### src/hdl/bpe_pretokenizer_splitter_assert.svh
`ifndef BPE_PRETOKENIZER_SPLITTER_ASSERT_SVH
`define BPE_PRETOKENIZER_SPLITTER_ASSERT_SVH

`ifndef SYNTHESIS

`define BPE_SPLIT_ASSERT(lbl, prop) \
  lbl: assert property (@(posedge clk_i) disable iff (!rst_ni) (prop)) \
    else $error("bpe splitter check failed");

`define BPE_SPLIT_ASSERT_NEXT(lbl, ante, cons) \
  lbl: assert property (@(posedge clk_i) disable iff (!rst_ni) (ante) |=> (cons)) \
    else $error("bpe splitter check failed");

`else

`define BPE_SPLIT_ASSERT(lbl, prop)

`define BPE_SPLIT_ASSERT_NEXT(lbl, ante, cons)

`endif

`endif

### src/hdl/bpe_split_pkg.sv
package bpe_split_pkg;

  typedef enum logic [2:0] {
    CLS_NONE   = 3'd0,
    CLS_LETTER = 3'd1,
    CLS_DIGIT  = 3'd2,
    CLS_OTHER  = 3'd3,
    CLS_WS     = 3'd4
  } cls_e;

  localparam logic [7:0] CH_APOS = 8'h27;
  localparam logic [7:0] CH_S    = 8'h73;
  localparam logic [7:0] CH_T    = 8'h74;
  localparam logic [7:0] CH_M    = 8'h6d;
  localparam logic [7:0] CH_D    = 8'h64;
  localparam logic [7:0] CH_R    = 8'h72;
  localparam logic [7:0] CH_V    = 8'h76;
  localparam logic [7:0] CH_L    = 8'h6c;
  localparam logic [7:0] CH_E    = 8'h65;

  // output queue
  localparam int unsigned QDEPTH = 8;
  localparam int unsigned QAW    = $clog2(QDEPTH);
  localparam int unsigned QCW    = $clog2(QDEPTH + 1);
  localparam int unsigned MAXRES = 3;

  typedef struct packed {
    logic [2:0][7:0] lab;
    logic [1:0]      cnt;
    cls_e            rc;
    logic            aps;
    logic [1:0]      wsl;
  } st_t;

  typedef struct packed {
    logic [7:0] out_byte;
    logic       starts_token;
    logic       last_of_text;
  } item_t;

  typedef struct packed {
    item_t [MAXRES-1:0] items;
    logic [1:0]         nres;
    st_t                nxt;
  } step_t;

  function automatic cls_e classify(input logic [7:0] b);
    cls_e cls;
    if (b inside {[8'h41:8'h5a], [8'h61:8'h7a]}) begin
      cls = CLS_LETTER;
    end else if (b inside {[8'h30:8'h39]}) begin
      cls = CLS_DIGIT;
    end else if (b inside {8'h20, [8'h09:8'h0d]}) begin
      cls = CLS_WS;
    end else begin
      cls = CLS_OTHER;
    end
    return cls;
  endfunction

endpackage

### src/hdl/bpe_split_if.sv
interface bpe_split_in_if;
  logic       valid;
  logic       ready;
  logic [7:0] text_byte;
  logic       end_of_text;

  modport source (output valid, output text_byte, output end_of_text, input ready);
  modport sink (input valid, input text_byte, input end_of_text, output ready);
endinterface

interface bpe_split_out_if;
  logic       valid;
  logic       ready;
  logic [7:0] out_byte;
  logic       starts_token;
  logic       last_of_text;

  modport source (output valid, output out_byte, output starts_token, output last_of_text,
                  input ready);
  modport sink (input valid, input out_byte, input starts_token, input last_of_text,
                output ready);
endinterface

### src/hdl/bpe_pretokenizer_splitter.sv
// Byte-level pretokenizer splitter: takes one text byte per cycle and returns every byte
// once, in order, with a token-start flag and the end-of-text flag. A byte is held in the
// input register, is decided there against the held lookahead bytes and goes to an
// eight-entry output queue. A whitespace byte waits for one more byte, an apostrophe at a
// token start for up to two; the final byte of a text flushes everything held, so a burst
// of up to three results can follow one input. Input rate is one byte per cycle and is
// throttled only when the output queue has fewer than three free entries.
`include "bpe_pretokenizer_splitter_assert.svh"

module bpe_pretokenizer_splitter (
  input logic               clk_i,
  input logic               rst_ni,
  bpe_split_in_if.sink      in_i,
  bpe_split_out_if.source   out_o
);
  import bpe_split_pkg::*;

  logic           in_valid_q;
  logic [7:0]     in_byte_q;
  logic           in_fin_q;
  st_t            st_q;
  step_t          res;
  logic           advance;
  logic           in_take;
  logic [QCW-1:0] q_cnt;
  item_t          head;

  bpe_split_step u_step (
    .st_i   (st_q),
    .byte_i (in_byte_q),
    .fin_i  (in_fin_q),
    .res_o  (res)
  );

  assign advance    = in_valid_q && (q_cnt <= QCW'(QDEPTH - MAXRES));
  assign in_i.ready = !in_valid_q || advance;
  assign in_take    = in_i.valid && in_i.ready;

  always_ff @(posedge clk_i or negedge rst_ni) begin
    if (!rst_ni) begin
      in_valid_q <= 1'b0;
      st_q       <= '0;
    end else begin
      if (in_i.ready) begin
        in_valid_q <= in_i.valid;
      end
      if (advance) begin
        st_q <= res.nxt;
      end
    end
  end

  always_ff @(posedge clk_i) begin
    if (in_take) begin
      in_byte_q <= in_i.text_byte;
      in_fin_q  <= in_i.end_of_text;
    end
  end

  bpe_split_fifo u_fifo (
    .clk_i      (clk_i),
    .rst_ni     (rst_ni),
    .items_i    (res.items),
    .push_cnt_i (advance ? res.nres : 2'd0),
    .pop_i      (out_o.valid && out_o.ready),
    .count_o    (q_cnt),
    .head_o     (head)
  );

  assign out_o.valid        = (q_cnt != '0);
  assign out_o.out_byte     = head.out_byte;
  assign out_o.starts_token = head.starts_token;
  assign out_o.last_of_text = head.last_of_text;

  `BPE_SPLIT_ASSERT(a_la_cnt, st_q.cnt != 2'd3)
  `BPE_SPLIT_ASSERT(a_ws_sat, st_q.wsl != 2'd3)
  `BPE_SPLIT_ASSERT(a_q_bound, q_cnt <= QCW'(QDEPTH))
  `BPE_SPLIT_ASSERT_NEXT(a_fin_clear, advance && in_fin_q, st_q.cnt == 2'd0 && !st_q.aps)

endmodule

### src/hdl/bpe_split_step.sv
module bpe_split_step (
  input  bpe_split_pkg::st_t   st_i,
  input  logic [7:0]           byte_i,
  input  logic                 fin_i,
  output bpe_split_pkg::step_t res_o
);
  import bpe_split_pkg::*;

  always_comb begin
    logic [5:0][7:0] c;
    logic [1:0]      cnt;
    logic [1:0]      n;
    logic [1:0]      p;
    logic [1:0]      k;
    logic [1:0]      used;
    logic [1:0]      clen;
    logic [2:0]      starts;
    logic [7:0]      h;
    logic [7:0]      f0;
    logic [7:0]      f1;
    logic [7:0]      need;
    logic            stop;
    logic            s;
    logic            nonws;
    logic            cwait;
    cls_e            cls;
    cls_e            rc;
    logic            aps;
    logic [1:0]      wsl;

    cnt = (st_i.cnt > 2'd2) ? 2'd2 : st_i.cnt;
    n   = cnt + 2'd1;
    c   = '0;
    for (int i = 0; i < 3; i++) begin
      if (2'(i) < cnt) begin
        c[i] = st_i.lab[i];
      end else if (2'(i) == cnt) begin
        c[i] = byte_i;
      end
    end
    rc     = st_i.rc;
    aps    = st_i.aps;
    wsl    = st_i.wsl;
    starts = '0;
    p      = '0;
    stop   = 1'b0;

    for (int it = 0; it < MAXRES; it++) begin
      h     = c[{1'b0, p}];
      f0    = c[3'(p) + 3'd1];
      f1    = c[3'(p) + 3'd2];
      cls   = classify(h);
      k     = n - 2'd1 - p;
      used  = '0;
      s     = 1'b0;
      nonws = 1'b0;
      cwait = 1'b0;
      clen  = '0;
      need  = CH_E;
      if (!stop && (p < n)) begin
        if (aps) begin
          // byte right after a prefix space joins it
          aps  = 1'b0;
          wsl  = '0;
          rc   = cls;
          s    = 1'b0;
          used = 2'd1;
        end else if (cls == CLS_WS) begin
          if (!((k == 2'd0) && !fin_i)) begin
            nonws = (k != 2'd0) && (classify(f0) != CLS_WS);
            s     = (wsl == 2'd0) || nonws;
            if (nonws) begin
              aps = 1'b1;
              wsl = '0;
              rc  = CLS_NONE;
            end else begin
              wsl = (wsl < 2'd2) ? wsl + 2'd1 : 2'd2;
              rc  = CLS_WS;
            end
            used = 2'd1;
          end
        end else if (rc == cls) begin
          wsl  = '0;
          s    = 1'b0;
          used = 2'd1;
        end else begin
          if (h == CH_APOS) begin
            if (k == 2'd0) begin
              cwait = !fin_i;
            end else if (f0 inside {CH_S, CH_T, CH_M, CH_D}) begin
              clen = 2'd2;
            end else if (f0 inside {CH_R, CH_V, CH_L}) begin
              need = (f0 == CH_L) ? CH_L : CH_E;
              if (k < 2'd2) begin
                cwait = !fin_i;
              end else if (f1 == need) begin
                clen = 2'd3;
              end
            end
          end
          if (!cwait) begin
            wsl  = '0;
            s    = 1'b1;
            if (clen != 2'd0) begin
              rc   = CLS_NONE;
              used = clen;
            end else begin
              rc   = cls;
              used = 2'd1;
            end
          end
        end
        if (used == 2'd0) begin
          stop = 1'b1;
        end else begin
          starts[p] = s;
          p         = p + used;
        end
      end
    end

    for (int j = 0; j < MAXRES; j++) begin
      res_o.items[j].out_byte     = c[j];
      res_o.items[j].starts_token = starts[j];
      res_o.items[j].last_of_text = fin_i && (2'(j) == (n - 2'd1));
    end
    res_o.nres = p;

    for (int i = 0; i < 3; i++) begin
      res_o.nxt.lab[i] = c[3'(p) + 3'(i)];
    end
    if (fin_i) begin
      res_o.nxt.cnt = '0;
      res_o.nxt.rc  = CLS_NONE;
      res_o.nxt.aps = 1'b0;
      res_o.nxt.wsl = '0;
    end else begin
      res_o.nxt.cnt = n - p;
      res_o.nxt.rc  = rc;
      res_o.nxt.aps = aps;
      res_o.nxt.wsl = wsl;
    end
  end

endmodule

### src/hdl/bpe_split_fifo.sv
module bpe_split_fifo (
  input  logic                                           clk_i,
  input  logic                                           rst_ni,
  input  bpe_split_pkg::item_t [bpe_split_pkg::MAXRES-1:0] items_i,
  input  logic [1:0]                                     push_cnt_i,
  input  logic                                           pop_i,
  output logic [bpe_split_pkg::QCW-1:0]                  count_o,
  output bpe_split_pkg::item_t                           head_o
);
  import bpe_split_pkg::*;

  item_t            mem_q [QDEPTH];
  logic [QAW-1:0]   wr_q, wr_d;
  logic [QAW-1:0]   rd_q, rd_d;
  logic [QCW-1:0]   cnt_q, cnt_d;

  always_comb begin
    wr_d  = wr_q + QAW'(push_cnt_i);
    rd_d  = rd_q + QAW'(pop_i);
    cnt_d = cnt_q + QCW'(push_cnt_i) - QCW'(pop_i);
  end

  always_ff @(posedge clk_i or negedge rst_ni) begin
    if (!rst_ni) begin
      wr_q  <= '0;
      rd_q  <= '0;
      cnt_q <= '0;
    end else begin
      wr_q  <= wr_d;
      rd_q  <= rd_d;
      cnt_q <= cnt_d;
    end
  end

  always_ff @(posedge clk_i) begin
    for (int j = 0; j < MAXRES; j++) begin
      if (2'(j) < push_cnt_i) begin
        mem_q[wr_q + QAW'(j)] <= items_i[j];
      end
    end
  end

  assign count_o = cnt_q;
  assign head_o  = mem_q[rd_q];

endmodule

### src/flat_wrapper.sv
// flat-port wrapper written by rule: the top's interface ports become plain ports
module bpe_pretokenizer_splitter_flat import bpe_split_pkg::*;
  (clk_i, rst_ni, in_i_valid, in_i_text_byte, in_i_end_of_text, in_i_ready, out_o_valid, out_o_out_byte, out_o_starts_token, out_o_last_of_text, out_o_ready);
  bpe_split_in_if in_i_i ();
  bpe_split_out_if out_o_i ();
  input logic clk_i;
  input logic rst_ni;
  input wire logic [$bits(in_i_i.valid)-1:0] in_i_valid;
  input wire logic [$bits(in_i_i.text_byte)-1:0] in_i_text_byte;
  input wire logic [$bits(in_i_i.end_of_text)-1:0] in_i_end_of_text;
  output wire logic [$bits(in_i_i.ready)-1:0] in_i_ready;
  output wire logic [$bits(out_o_i.valid)-1:0] out_o_valid;
  output wire logic [$bits(out_o_i.out_byte)-1:0] out_o_out_byte;
  output wire logic [$bits(out_o_i.starts_token)-1:0] out_o_starts_token;
  output wire logic [$bits(out_o_i.last_of_text)-1:0] out_o_last_of_text;
  input wire logic [$bits(out_o_i.ready)-1:0] out_o_ready;
  assign in_i_i.valid = in_i_valid;
  assign in_i_i.text_byte = in_i_text_byte;
  assign in_i_i.end_of_text = in_i_end_of_text;
  assign in_i_ready = in_i_i.ready;
  assign out_o_valid = out_o_i.valid;
  assign out_o_out_byte = out_o_i.out_byte;
  assign out_o_starts_token = out_o_i.starts_token;
  assign out_o_last_of_text = out_o_i.last_of_text;
  assign out_o_i.ready = out_o_ready;
  bpe_pretokenizer_splitter u_core (.clk_i(clk_i), .rst_ni(rst_ni), .in_i(in_i_i), .out_o(out_o_i));
endmodule
### config.mk
export PLATFORM = sky130hd
export DESIGN_NAME = bpe_pretokenizer_splitter_flat
export DESIGN_NICKNAME = d
export VERILOG_FILES = /design/src/hdl/bpe_split_pkg.sv /design/src/hdl/bpe_split_if.sv /design/src/hdl/bpe_pretokenizer_splitter.sv /design/src/hdl/bpe_split_step.sv /design/src/hdl/bpe_split_fifo.sv /design/src/flat_wrapper.sv
export VERILOG_INCLUDE_DIRS = /design/src /design/src/hdl
export SDC_FILE = /design/constraint.sdc
export NUM_CORES = 1
export LEC_CHECK = 0
export BUFFER_PORTS_ARGS = -buffer_cell sky130_fd_sc_hd__buf_2
export CAP_MARGIN = 5
export CELL_PAD_IN_SITES_DETAIL_PLACEMENT = 0
export CELL_PAD_IN_SITES_GLOBAL_PLACEMENT = 1
export CORE_MARGIN = 3
export CORE_UTILIZATION = 33
export CTS_BUF_LIST = sky130_fd_sc_hd__clkbuf_8
export DETAILED_ROUTE_END_ITERATION = 12
export PLACE_DENSITY = 0.61
export SYNTH_ARGS = -nofsm -noshare
export SYNTH_HDL_FRONTEND = slang
export SYNTH_SLANG_ARGS = --single-unit
### constraint.sdc
create_clock -name clk_i -period 10.95 [get_ports clk_i]
set_input_delay 1.6425 -clock clk_i [delete_from_list [all_inputs] [get_ports clk_i]]
set_output_delay 1.6425 -clock clk_i [all_outputs]
set_load 0.01 [all_outputs]
* Word-level counts from Yosys, hierarchy flattened
Memories as Yosys holds them, arrays and structs flattened.
Cells that the tools add are included.
W data, S select, Z words.
** Cells by class
- Order comparisons :: 78
- Multiplexer cells :: 246
- Reductions and logical operators :: 83
- Add/sub/neg operators :: 22
- Equal/unequal tests :: 46
** Operators with widths (count)
- $mux W3 :: 58
- $eq A8 B7 Y1 const B :: 21
- $mux W2 :: 80
- $bmux W8 S3 :: 6
- $mux W8 :: 16
- $ge A8 B7 Y1 const B :: 12
- $le A8 B7 Y1 const B :: 12
- $mux W1 :: 76
- $eq A8 B6 Y1 const B :: 9
- $bmux W8 S2 :: 3
- $ge A8 B4 Y1 const B :: 6
- $ge A8 B6 Y1 const B :: 6
- $le A8 B4 Y1 const B :: 6
- $le A8 B6 Y1 const B :: 6
- $logic_and A1 B1 Y1 :: 40
- $reduce_bool A2 Y1 :: 18
- $eq A8 B7 Y1 :: 3
- $lt A3 B4 Y1 const B :: 6
- $logic_not A2 Y1 :: 10
- $reduce_bool A4 Y1 :: 4
- $lt A2 B2 Y1 const B :: 6
- $lt A2 B4 Y1 const B :: 3
- $mux W4 :: 3
- $lt A1 B2 Y1 const A :: 5
- other kinds (28) :: 60
** Word-level totals
- Output and inout port bits :: 12
- Memories :: 1
- Register bits :: 52
- RAM bits :: 80
- Input bits :: 13
** Memories
- u_core.u_fifo.mem_q :: depth 8, width 10, rd ports 1, clocked after Yosys merged registers in 0, write ports 3, RTL line bpe_split_fifo.sv:12 : item_t mem_q [QDEPTH];

* Depth between registers and ports, before layout
Gate-level depths: netlist of run 1.
- Word-level depth :: 84
- Gate-level depth with buffers :: 51
- Mapped depth without buffers :: 44

* By module
A second synthesis of run 1 with hierarchy kept.
** Unflattened totals
- Cell total of the unflattened synthesis :: 1426
- Area, all modules :: 12336.8 um^2
** By module, submodules not included
- bpe_split_fifo :: area an instance 6122.1 um^2, cells an instance 632, instances 1
- bpe_split_step :: area an instance 4539.4 um^2, cells an instance 705, instances 1
- bpe_pretokenizer_splitter :: area an instance 1675.4 um^2, cells an instance 89, instances 1

* Worst setup path after synthesis of run 1
OpenSTA, ideal clock, no wires.
- Path kind :: register to register
- Start point :: reg u_core.st_q[6] (netlist bit)
- End point :: mem u_core.u_fifo.mem_q[5][0] (netlist bit) (enable)
- Arrival time :: 10.584 ns
- Setup slack :: -0.015 ns
- Path buffers :: 7
- Stages on the path, launching flop included :: 45
- Path through :: dfrtp_1 or2_1 buf_4 inv_2 mux2_2 nor4_2 mux2_2 nor4_2 or3_1 buf_2 ha_1 clkbuf_1 a2111oi_0 nor3_2 or4_1 a311oi_2 o21ai_2 o31a_1 (+9 left out) or3_1 a22oi_1 nor2_1 o31a_1 a2111oi_0 a31o_2 o221ai_1 ha_1 or3_1 a2111oi_0 a2111oi_1 nand3_2 nand2_2 inv_2 buf_2 nand3_1 buf_4 o211ai_1
** RTL lines
- start, declared :: RTL line bpe_pretokenizer_splitter.sv:21 : st_t st_q;
- start signal, assigned :: RTL line bpe_pretokenizer_splitter.sv:48 : st_q <= res.nxt;
- end, declared :: RTL line bpe_split_fifo.sv:12

==> results.txt, run 1 <==
----------------------------------------------------
[Critical path]
  Depth of the most critical reg-to-reg path ... 32
  Critical-path maximum fanout ... 64
  Capturing element type of the critical path ... flip-flop
  Slowest stage delay, CP ... 620 ps
  Kind of launch point of the worst setup path ... flip-flop
  Arrival time of data at the critical path endpoint ... 10570 ps
  Slowest stage cell on the critical path ... or4b_1
  Worst EP required ... 11140 ps
  CP Class ... flip-flop to flip-flop

[Timing]
  Achievable Freq ... 96.3 MHz
  Clock period minus final worst setup slack ... 10390 ps
  Clock skew after layout ... 21.7 ps
  Max-slew violations ... 0
  Final-report setup violation count ... 0
  Final critical-path share of the clock period ... 94.9%
  Number of endpoints with negative hold slack in the final report ... 0
  Worst relative slew slack ... 25.8%
  Hold_ws ... 520 ps
  Slew of the pin with the lowest slew margin ... 1110 ps

[Placed design]
  HPWL after detailed placement ... 35.5 mm
  RD Place Congestion ... 0.935
  Cell area after placement ... 13100 µm²
  # port buffers ... 24

[Layout]
  Share of final-layout standard cells stronger than drive strength 1 ... 21.9%
  Util after Layout ... 38.3%
  Final net count ... 1410
  Area growth from synthesis to layout ... 13.8%
  Fillcell total ... 3634
  Final antenna diode count ... 0
  Post-layout instance area ... 13700 µm²

[CTS]
  Clock Sinks ... 124
  Clock transition at the register clock pins on the worst setup and hold paths after CTS ... 100 ps
  CTS tree ... done
  Inserted Clock Buffers ... 17
  Clock latency at the later pin of the worst-skew pair ... 460 ps
  H-tree levels ... 4
  Root buffer cell ... clkbuf_8
  Maximum clock insertion buffer count ... 2

[Synthesis]
  Average instance area after synthesis ... 9.17 µm²
  Top post-synthesis cells by area ... edfxtp_1, mux2i_1, dfrtp_1
  Synthesized netlist net count ... 1360
  EDFF count, synth ... 89
  Area share of the largest cell type after synthesis ... 22.2%
  Dominant cell type by area after synthesis ... edfxtp_1
  Synth Warn # ... 0
  Library cell with the highest instance count after synthesis ... mux2i_1
  Post-synthesis instance area ... 12000 µm²
  Synthesis-stage register bit count ... 124
  List of most frequent post-synthesis cells ... mux2i_1, nand2_1, nor2_1
  Leading register cell type out of synthesis ... edfxtp_1
  Post-synth cell types ... 112
  Post-Syn Instances ... 1314
  Fraction of registers with async set/reset ... 28.2%
  Proportion of synthesized chip area in sequential cells ... 29.4%

[Route]
  Number of vias after detailed routing ... 11600
  Routed length per instance ... 26.7 µm
  Total wire length after detailed routing ... 49.0 mm
  Initial DRC count ... 1106
  Drt first pass iters ... 6
  Total DRC errors in the routed layout ... 0
  Vias per cell ... 6.29
  Post-route ant nets ... 0

[Floorplan]
  Number of top-level pins ... 25
  Floorplan die area ... 38800 µm²
  Standard-cell row count ... 69
  Die width ... 197 µm
  Effective utilization at floorplan ... 33.7%
  Area of the placeable core ... 35700 µm²
  Height of the chip ... 197 µm

[GRT]
  Number of antenna violations at the first check in global routing ... 0
  Wire length of the first global-routing pass ... 73.1 mm
  Pin count of the biggest net entering global routing ... 65
  Combined global-route utilization of all metal layers ... 25.0%
  Via count of the first global-routing pass ... 11300
  Sum of overflow across all layers after global routing ... 0

[Worst hold path]
  Hold Crit Class ... flip-flop to flip-flop
  Count of cells along the worst hold path ... 2

[Job]
  Total of max-cap violations ... 0

[Outcome]
  Result of the run ... completed

----------------------------------------------------
==> kinds of logic (layout without fill, tap and decap cells) <==
logic type | after synthesis | count (layout) | synth area share, %
fa+ha+maj | 33 | 33 | 3.55
buf+inv | 141 | 204 | 5.76
xor+xnor | 20 | 20 | 1.57
compound gates | 399 | 399 | 23.7
mux | 173 | 173 | 16.7
flops | 124 | 124 | 29.4
simple gates | 424 | 424 | 19.2
==> critical path: cells and delay by family (launching register included) <==
family,cells,cell delay [ps]
compound gates,15,5030
simple gates,8,2890
buf+inv,6,1080
flops,1,430
mux,2,380
fa+ha+maj,1,270
==> per-stage QoR <==
stage | instances | worst slack (ps) | setup TNS, ps
2_1_floorplan | 1314 | 46.9 | 0
3_3_place_gp | 1802 | 88.2 | 0
3_5_place_dp | 1802 | -153 | -4060
4_1_cts | 1834 | 9.08 | 0
5_1_grt | 1838 | -16.7 | -16.7
6_report | 1838 | 562 | 0
==> state kept, by name (all words and copies together) (netlist names) <==
register and count:
u_core.u_fifo.wr_q 3, u_core.st_q 24, u_core.in_byte_q 8, u_core.u_fifo.count_o 4
u_core.in_fin_q 1, u_core.u_fifo.rd_q 3, u_core.u_fifo.mem_q 80, u_core.in_valid_q 1
==> layer usage <==
layer	global-route usage, %	part of all wire (%)	vias to the layer above
li1	-	-	5195
met4	11.8	4.7	0
met3	4.04	7.4	112
met2	39.6	45	523
met5	0	0	-
met1	33.6	43	5738
==> worst paths after layout <==
kind	from	slack [ps]	end
min in group asynchronous	rst_ni	1280	u_core.u_fifo.rd_q[2]
max in group asynchronous	rst_ni	9200	u_core.st_q[7]
worst min-delay path	u_core.st_q[1]	520	u_core.st_q[1]
worst min register to register	u_core.st_q[1]	520	u_core.st_q[1]
worst max register to register	u_core.st_q[7]	560	u_core.u_fifo.mem_q[1][4]
worst max-delay path	u_core.st_q[7]	560	u_core.u_fifo.mem_q[1][4]
==> area by class of cell <==
cell class	instances	area (µm²)	share of cell area [%]
inverters	28	120	0.876
multi-input cells	1049	7970	58.2
flip-flops and latches	124	3550	25.9
clock buffers	18	248	1.81
well taps	461	577	4.21
repair buffers	144	1070	7.78
clock inverters	14	174	1.27
==> cells in the final DEF (no fill, tap or decap), types with 24 or more instances in the layout <==
master    count
mux2i_1     127
buf_2        24
buf_4       115
o211ai_1     25
a21oi_1      87
ha_1         29
nor2_1       92
nor3_1       24
nand3_1      43
edfxtp_1     89
nand2_1      94
o21ai_0      55
dfrtp_1      34
==> repair_timing <==
action | CTS | global route
resized for setup | 3 | 37
hold endpoints to repair | 0 | 0
hold buffers | 0 | 0
pin swaps | 0 | 7
setup endpoints to repair | 128 | 182
setup buffers | 0 | 4
Power of run 1 is left out: the tool's default activity adds up to more than one toggle a clock period on the data nets, which glitch-free logic cannot reach.
==> run 2, diff against run 1 <==
- RECOVER_POWER: not set -> 25
==> results.txt, run 2 (synthesized netlist as in run 1, its figures left out) <==
----------------------------------------------------
[Placed design]
  RD Place Congestion ... 0.935 (unchanged)
  # port buffers ... 24 (unchanged)
  HPWL after detailed placement ... 35.5 mm (unchanged)
  Number of instances in the placed design ... 1802 (unchanged)
  Cell area after placement ... 13100 µm² (unchanged)
  Post-placement setup slack ... -153 ps (unchanged)

[Critical path]
  Kind of launch point of the worst setup path ... flip-flop (unchanged)
  Number of buffer and inverter instances along the worst setup path ... 6 (unchanged)
  Capturing element type of the critical path ... flip-flop (unchanged)
  Register-to-Register Setup Slack ... 500 ps (was 560 ps)
  Most frequent cell on the critical path ... buf_4
  Slowest stage cell on the critical path ... or4b_1 (unchanged)
  Depth of the most critical reg-to-reg path ... 31 (was 32)
  Critical-path maximum fanout ... 64 (unchanged)
  Worst EP required ... 11290 ps (was 11140 ps)
  Critical Path End ... u_core.st_q[20] (was u_core.u_fifo.mem_q[1][4])
  Arrival time of data at the critical path endpoint ... 10790 ps (was 10570 ps)
  First element of the critical path ... u_core.st_q[7] (unchanged)
  Worst reg2reg startpoint ... u_core.st_q[7] (unchanged)
  Cell type group with the largest total delay on the critical path ... compound AO/OA/AOI/OAI gates (unchanged)
  CP Depth ... 31 (was 32)
  Reg-to-reg endpoint ... u_core.st_q[20] (was u_core.u_fifo.mem_q[1][4])
  Slowest stage delay, CP ... 620 ps (about the same)
  CP Class ... flip-flop to flip-flop (unchanged)

[Layout]
  Max FFs per register ... 80 (unchanged)
  Area growth from synthesis to layout ... 13.7% (was 13.8%)
  Most flop-heavy register ... u_core.u_fifo.mem_q (unchanged)
  Largest registers ... u_core.u_fifo.mem_q: 80 flops, u_core.st_q: 24 flops, u_core.in_byte_q: 8 flops (unchanged)
  Most common cell after layout, fill and taps aside ... mux2i_1 (unchanged)
  Fillcell total ... 3635 (was 3634)
  Number of cells in the finished layout apart from fillers ... 1839 (was 1838)
  Share of final-layout standard cells stronger than drive strength 1 ... 21.3% (was 21.9%)
  Final net count ... 1410 (unchanged)
  Commonest cells after routing, fill and taps aside ... mux2i_1, buf_4, nand2_1 (unchanged)
  Post-layout instance area ... 13700 µm² (about the same)

[Floorplan]
  Die width ... 197 µm (unchanged)
  Effective utilization at floorplan ... 33.7% (unchanged)
  Floorplan die area ... 38800 µm² (unchanged)
  Number of top-level pins ... 25 (unchanged)
  Area of the placeable core ... 35700 µm² (unchanged)
  Standard-cell row count ... 69 (unchanged)
  Height of the chip ... 197 µm (unchanged)

[Route]
  Drt first pass iters ... 9 (was 6)
  Total wire length after detailed routing ... 49.1 mm (was 49.0 mm)
  Post-route ant nets ... 0 (unchanged)
  Number of vias after detailed routing ... 11600 (about the same)
  Routed length per instance ... 26.7 µm (about the same)
  Initial DRC count ... 1063 (was 1106)
  Vias per cell ... 6.28 (was 6.29)
  Total DRC errors in the routed layout ... 0 (unchanged)

[GRT]
  GRT met1 Usage ... 33.6% (unchanged)
  Global routing met2 resource utilization ... 39.6% (unchanged)
  Pin count of the biggest net entering global routing ... 65 (unchanged)
  Sum of overflow across all layers after global routing ... 0 (unchanged)
  Via count of the first global-routing pass ... 11300 (unchanged)
  Peak-usage layer in the global routing report ... met2 (unchanged)
  Combined global-route utilization of all metal layers ... 25.0% (unchanged)
  Number of antenna violations at the first check in global routing ... 0 (unchanged)
  Met3 usage in global routing ... 4.04% (unchanged)
  Wire length of the first global-routing pass ... 73.1 mm (unchanged)

[CTS]
  H-tree levels ... 4 (unchanged)
  Maximum clock insertion buffer count ... 2 (unchanged)
  Clock transition at the register clock pins on the worst setup and hold paths after CTS ... 100 ps (about the same)
  Root buffer cell ... clkbuf_8 (unchanged)
  CTS tree ... done (unchanged)
  Clock latency at the later pin of the worst-skew pair ... 470 ps (was 460 ps)
  Inserted Clock Buffers ... 17 (unchanged)
  Clock Sinks ... 124 (unchanged)

[Timing]
  PnR worst setup slack ... 502 ps (was 562 ps)
  Setup TNS ... 0 ps (unchanged)
  Clock period minus final worst setup slack ... 10450 ps (was 10390 ps)
  Final critical-path share of the clock period ... 95.4% (was 94.9%)
  Achievable Freq ... 95.7 MHz (was 96.3 MHz)
  Number of endpoints with negative hold slack in the final report ... 0 (unchanged)
  Max-slew violations ... 36 (was 0)
  Slew of the pin with the lowest slew margin ... 2710 ps (was 1110 ps)
  Worst relative slew slack ... -80.4% (was 25.8%)
  Final-report setup violation count ... 0 (unchanged)
  Clock skew after layout ... 21.3 ps (was 21.7 ps)

[Worst hold path]
  Count of cells along the worst hold path ... 2 (unchanged)
  Hold Crit Class ... flip-flop to flip-flop (unchanged)

[Outcome]
  Failing checks ... max-capacitance violations, max-slew violations
  Result of the run ... finished, violations left (was completed)

[Job]
  Total of max-cap violations ... 1 (was 0)

----------------------------------------------------
## run 2: cell types whose count changed in the layout (fill, tap and decap cells not counted)
cell / delta
clkbuf_1: +9
buf_4: -1
and2_0: +2
diode_2: +1
and2_1: -2
buf_2: -8
## run 2: worst reg2reg max path, delay by kind of cell, from the launching register on
family / cells / cell delay [ps]
compound gates: 11 / 3660
buf+inv: 6 / 1100
fa+ha+maj: 2 / 910
mux: 2 / 590
flops: 1 / 430
simple gates: 10 / 3610
## run 2: worst min path at each step
stage                   start             end  slack (ps)
2_1_floorplan  u_core.st_q[1]  u_core.st_q[1]         470
3_3_place_gp   u_core.st_q[1]  u_core.st_q[1]         490
3_5_place_dp   u_core.st_q[1]  u_core.st_q[1]         500
4_1_cts        u_core.st_q[1]  u_core.st_q[1]         520
5_1_grt        u_core.st_q[1]  u_core.st_q[1]         570
6_report       u_core.st_q[1]  u_core.st_q[1]         520
## run 2: stage by stage
step	utilization (%)	hold slack, ps
6_report	38.3	516
5_1_grt	38.3	569
4_1_cts	37.8	524
3_5_place_dp	36.6	502
3_3_place_gp	36.6	491
2_1_floorplan	-	465
## run 2: final cells by class
type,count,area [µm²],share of cell area [%]
Antenna cell,1,2.50,0.0183
Clock buffer,18,248,1.81
Clock inverter,14,174,1.27
Inverter,28,120,0.877
Multi-Input combinational cell,1049,7970,58.2
Sequential cell,124,3550,25.9
Tap cell,461,577,4.21
Timing Repair Buffer,144,1050,7.68
## run 2: timing repair
item / 4_1_cts / 5_1_grt
gates resized for setup: 3 / 37
buffers inserted: 0 / 4
pin swaps: 0 / 7
setup endpoints to repair: 128 / 182
hold endpoints to repair: 0 / 0
hold buffers: 0 / 0
## run 2: metal layers
layer  up-vias  share of wire, %
met4         0               4.8
met3       118               7.5
met5         -                 0
li1       5200                 -
met1      5699                43
met2       534                45
Power of run 2 is left out for the same reason.
==> run 3, diff against run 2 <==
- BUFFER_PORTS_ARGS: -buffer_cell sky130_fd_sc_hd__buf_2 -> -buffer_cell sky130_fd_sc_hd__buf_4
==> results.txt, run 3 (synthesized netlist as in run 1, its figures left out) <==
----------------------------------------------------
[Critical path]
  Slowest stage delay, CP ... 600 ps (was 620 ps)
  Worst reg2reg startpoint ... u_core.st_q[7] (unchanged)
  CP Class ... flip-flop to flip-flop (unchanged)
  Worst EP required ... 11130 ps (was 11290 ps)
  Capturing element type of the critical path ... flip-flop (unchanged)
  Critical-path maximum fanout ... 16 (was 64)
  Slowest stage cell on the critical path ... or4_1 (was or4b_1)
  Arrival time of data at the critical path endpoint ... 10680 ps (was 10790 ps)
  First element of the critical path ... u_core.st_q[7] (unchanged)
  Most frequent cell on the critical path ... buf_4 (unchanged)
  Kind of launch point of the worst setup path ... flip-flop (unchanged)

[Timing]
  Final critical-path share of the clock period ... 95.8% (was 95.4%)
  Worst relative slew slack ... -74.2% (was -80.4%)
  Max-slew violations ... 36 (unchanged)
  Slew of the pin with the lowest slew margin ... 2610 ps (was 2710 ps)
  Clock period minus final worst setup slack ... 10490 ps (was 10450 ps)
  Final-report setup violation count ... 0 (unchanged)
  Achievable Freq ... 95.3 MHz (was 95.7 MHz)
  Number of endpoints with negative hold slack in the final report ... 0 (unchanged)
  Clock skew after layout ... 30.2 ps (was 21.3 ps)

[Floorplan]
  Standard-cell row count ... 69 (unchanged)
  Floorplan die area ... 38800 µm² (unchanged)
  Die width ... 197 µm (unchanged)
  Number of top-level pins ... 25 (unchanged)
  Area of the placeable core ... 35700 µm² (unchanged)
  Effective utilization at floorplan ... 33.7% (unchanged)
  Height of the chip ... 197 µm (unchanged)

[Outcome]
  Result of the run ... finished, violations left (unchanged)
  Failing checks ... max-capacitance violations, max-slew violations (unchanged)

[Layout]
  Commonest cells after routing, fill and taps aside ... buf_4, mux2i_1, nand2_1 (was mux2i_1, buf_4, nand2_1)
  Util after Layout ... 39.0% (was 38.3%)
  Area growth from synthesis to layout ... 15.7% (was 13.7%)
  Most common cell after layout, fill and taps aside ... buf_4 (was mux2i_1)
  Final antenna diode count ... 0 (was 1)
  Most flop-heavy register ... u_core.u_fifo.mem_q (unchanged)
  Share of final-layout standard cells stronger than drive strength 1 ... 22.8% (was 21.3%)
  Sequential standard cell area ... 3550 µm² (unchanged)
  Area of the multi-input gates ... 7980 µm² (was 7970 µm²)
  Post-layout instance area ... 13900 µm² (was 13700 µm²)
  Max FFs per register ... 80 (unchanged)
  Largest registers ... u_core.u_fifo.mem_q: 80 flops, u_core.st_q: 24 flops, u_core.in_byte_q: 8 flops (unchanged)
  Fillcell total ... 3646 (was 3635)
  Final net count ... 1435 (was 1410)

[Placed design]
  Cell area after placement ... 13200 µm² (was 13100 µm²)
  HPWL after detailed placement ... 36.8 mm (was 35.5 mm)
  # port buffers ... 24 (unchanged)
  RD Place Congestion ... 0.904 (was 0.935)

[GRT]
  Combined global-route utilization of all metal layers ... 26.0% (was 25.0%)
  Via count of the first global-routing pass ... 11200 (was 11300)
  Sum of overflow across all layers after global routing ... 0 (unchanged)
  Number of antenna violations at the first check in global routing ... 0 (unchanged)
  Wire length of the first global-routing pass ... 75.5 mm (was 73.1 mm)
  Pin count of the biggest net entering global routing ... 65 (unchanged)

[CTS]
  Inserted Clock Buffers ... 17 (unchanged)
  H-tree levels ... 4 (unchanged)
  Root buffer cell ... clkbuf_8 (unchanged)
  Maximum clock insertion buffer count ... 2 (unchanged)
  CTS tree ... done (unchanged)
  Clock transition at the register clock pins on the worst setup and hold paths after CTS ... 90 ps (was 100 ps)
  Clock latency at the later pin of the worst-skew pair ... 490 ps (was 470 ps)
  Clock Sinks ... 124 (unchanged)

[Route]
  Total wire length after detailed routing ... 50.9 mm (was 49.1 mm)
  Initial DRC count ... 1047 (was 1063)
  Total DRC errors in the routed layout ... 0 (unchanged)
  Vias per cell ... 6.22 (was 6.28)
  Number of vias after detailed routing ... 11600 (about the same)
  Drt first pass iters ... 5 (was 9)
  Routed length per instance ... 27.3 µm (was 26.7 µm)
  Post-route ant nets ... 0 (unchanged)

[Worst hold path]
  Hold Crit Class ... flip-flop to flip-flop (unchanged)
  Worst min-delay path startpoint ... u_core.st_q[15] (was u_core.st_q[1])

[Job]
  Total of max-cap violations ... 1 (unchanged)

----------------------------------------------------
run 3: cell types whose count changed in the layout (fill, tap and decap cells not counted), moves of 2 or more:
cell and delta:
buf_2 -16, inv_6 +2, buf_4 +28, a2111oi_2 -2, clkbuf_4 +11, mux2i_1 +2
run 3: layout make-up:
type / count / area share (%)
clock inverter: 15 / 1.26
multi-input combinational: 1049 / 57.2
inverter: 28 / 0.790
sequential: 124 / 25.5
clock buffer: 17 / 1.68
tap: 461 / 4.14
timing repair buffer: 169 / 9.47
run 3: timing repair:
item | 4_1_cts | 5_1_grt
hold buffers | 0 | 0
setup endpoints to repair | 75 | 182
gates cloned | 0 | 1
setup buffers | 0 | 15
gates resized for setup | 4 | 37
pin swaps | 0 | 8
run 3: worst paths after layout:
path / end / slack [ps] / cells after the start
worst max-delay path: u_core.u_fifo.mem_q[6][9] / 460 / 39
max in group asynchronous: u_core.st_q[7] / 7290 / 1
worst min-delay path: u_core.st_q[15] / 530 / 1
min in group asynchronous: u_core.st_q[5] / 1960 / 1
worst max register to register: u_core.u_fifo.mem_q[6][9] / 460 / 39
worst min register to register: u_core.st_q[15] / 530 / 1
run 3: metal layers:
layer,wire length (µm),global-route usage (%),vias to the layer above,share of wire [%]
met1,22700,36.4,5767,45
li1,-,-,5264,-
met5,0,0,-,0
met3,3280,3.46,72,6.4
met4,1310,7.31,0,2.6
met2,23600,42.2,492,46
run 3: critical path: cells and delay by family, from the launching register on:
family / cells / cell delay, ps
compound gates: 18 / 4450
fa+ha+maj: 3 / 740
flops: 1 / 450
simple gates: 12 / 3280
buf+inv: 6 / 1220
run 3: metrics by stage:
step / TNS (ps) / cells / setup WS (ps) / hold slack (ps)
2_1_floorplan: 0 / 1314 / 46.9 / 465
3_3_place_gp: 0 / 1815 / 201 / 496
3_5_place_dp: -1130 / 1815 / -41.2 / 501
4_1_cts: 0 / 1847 / 8.30 / 527
5_1_grt: -2830 / 1863 / -85.1 / 546
6_report: 0 / 1863 / 458 / 535
Power of run 3 is left out for the same reason.
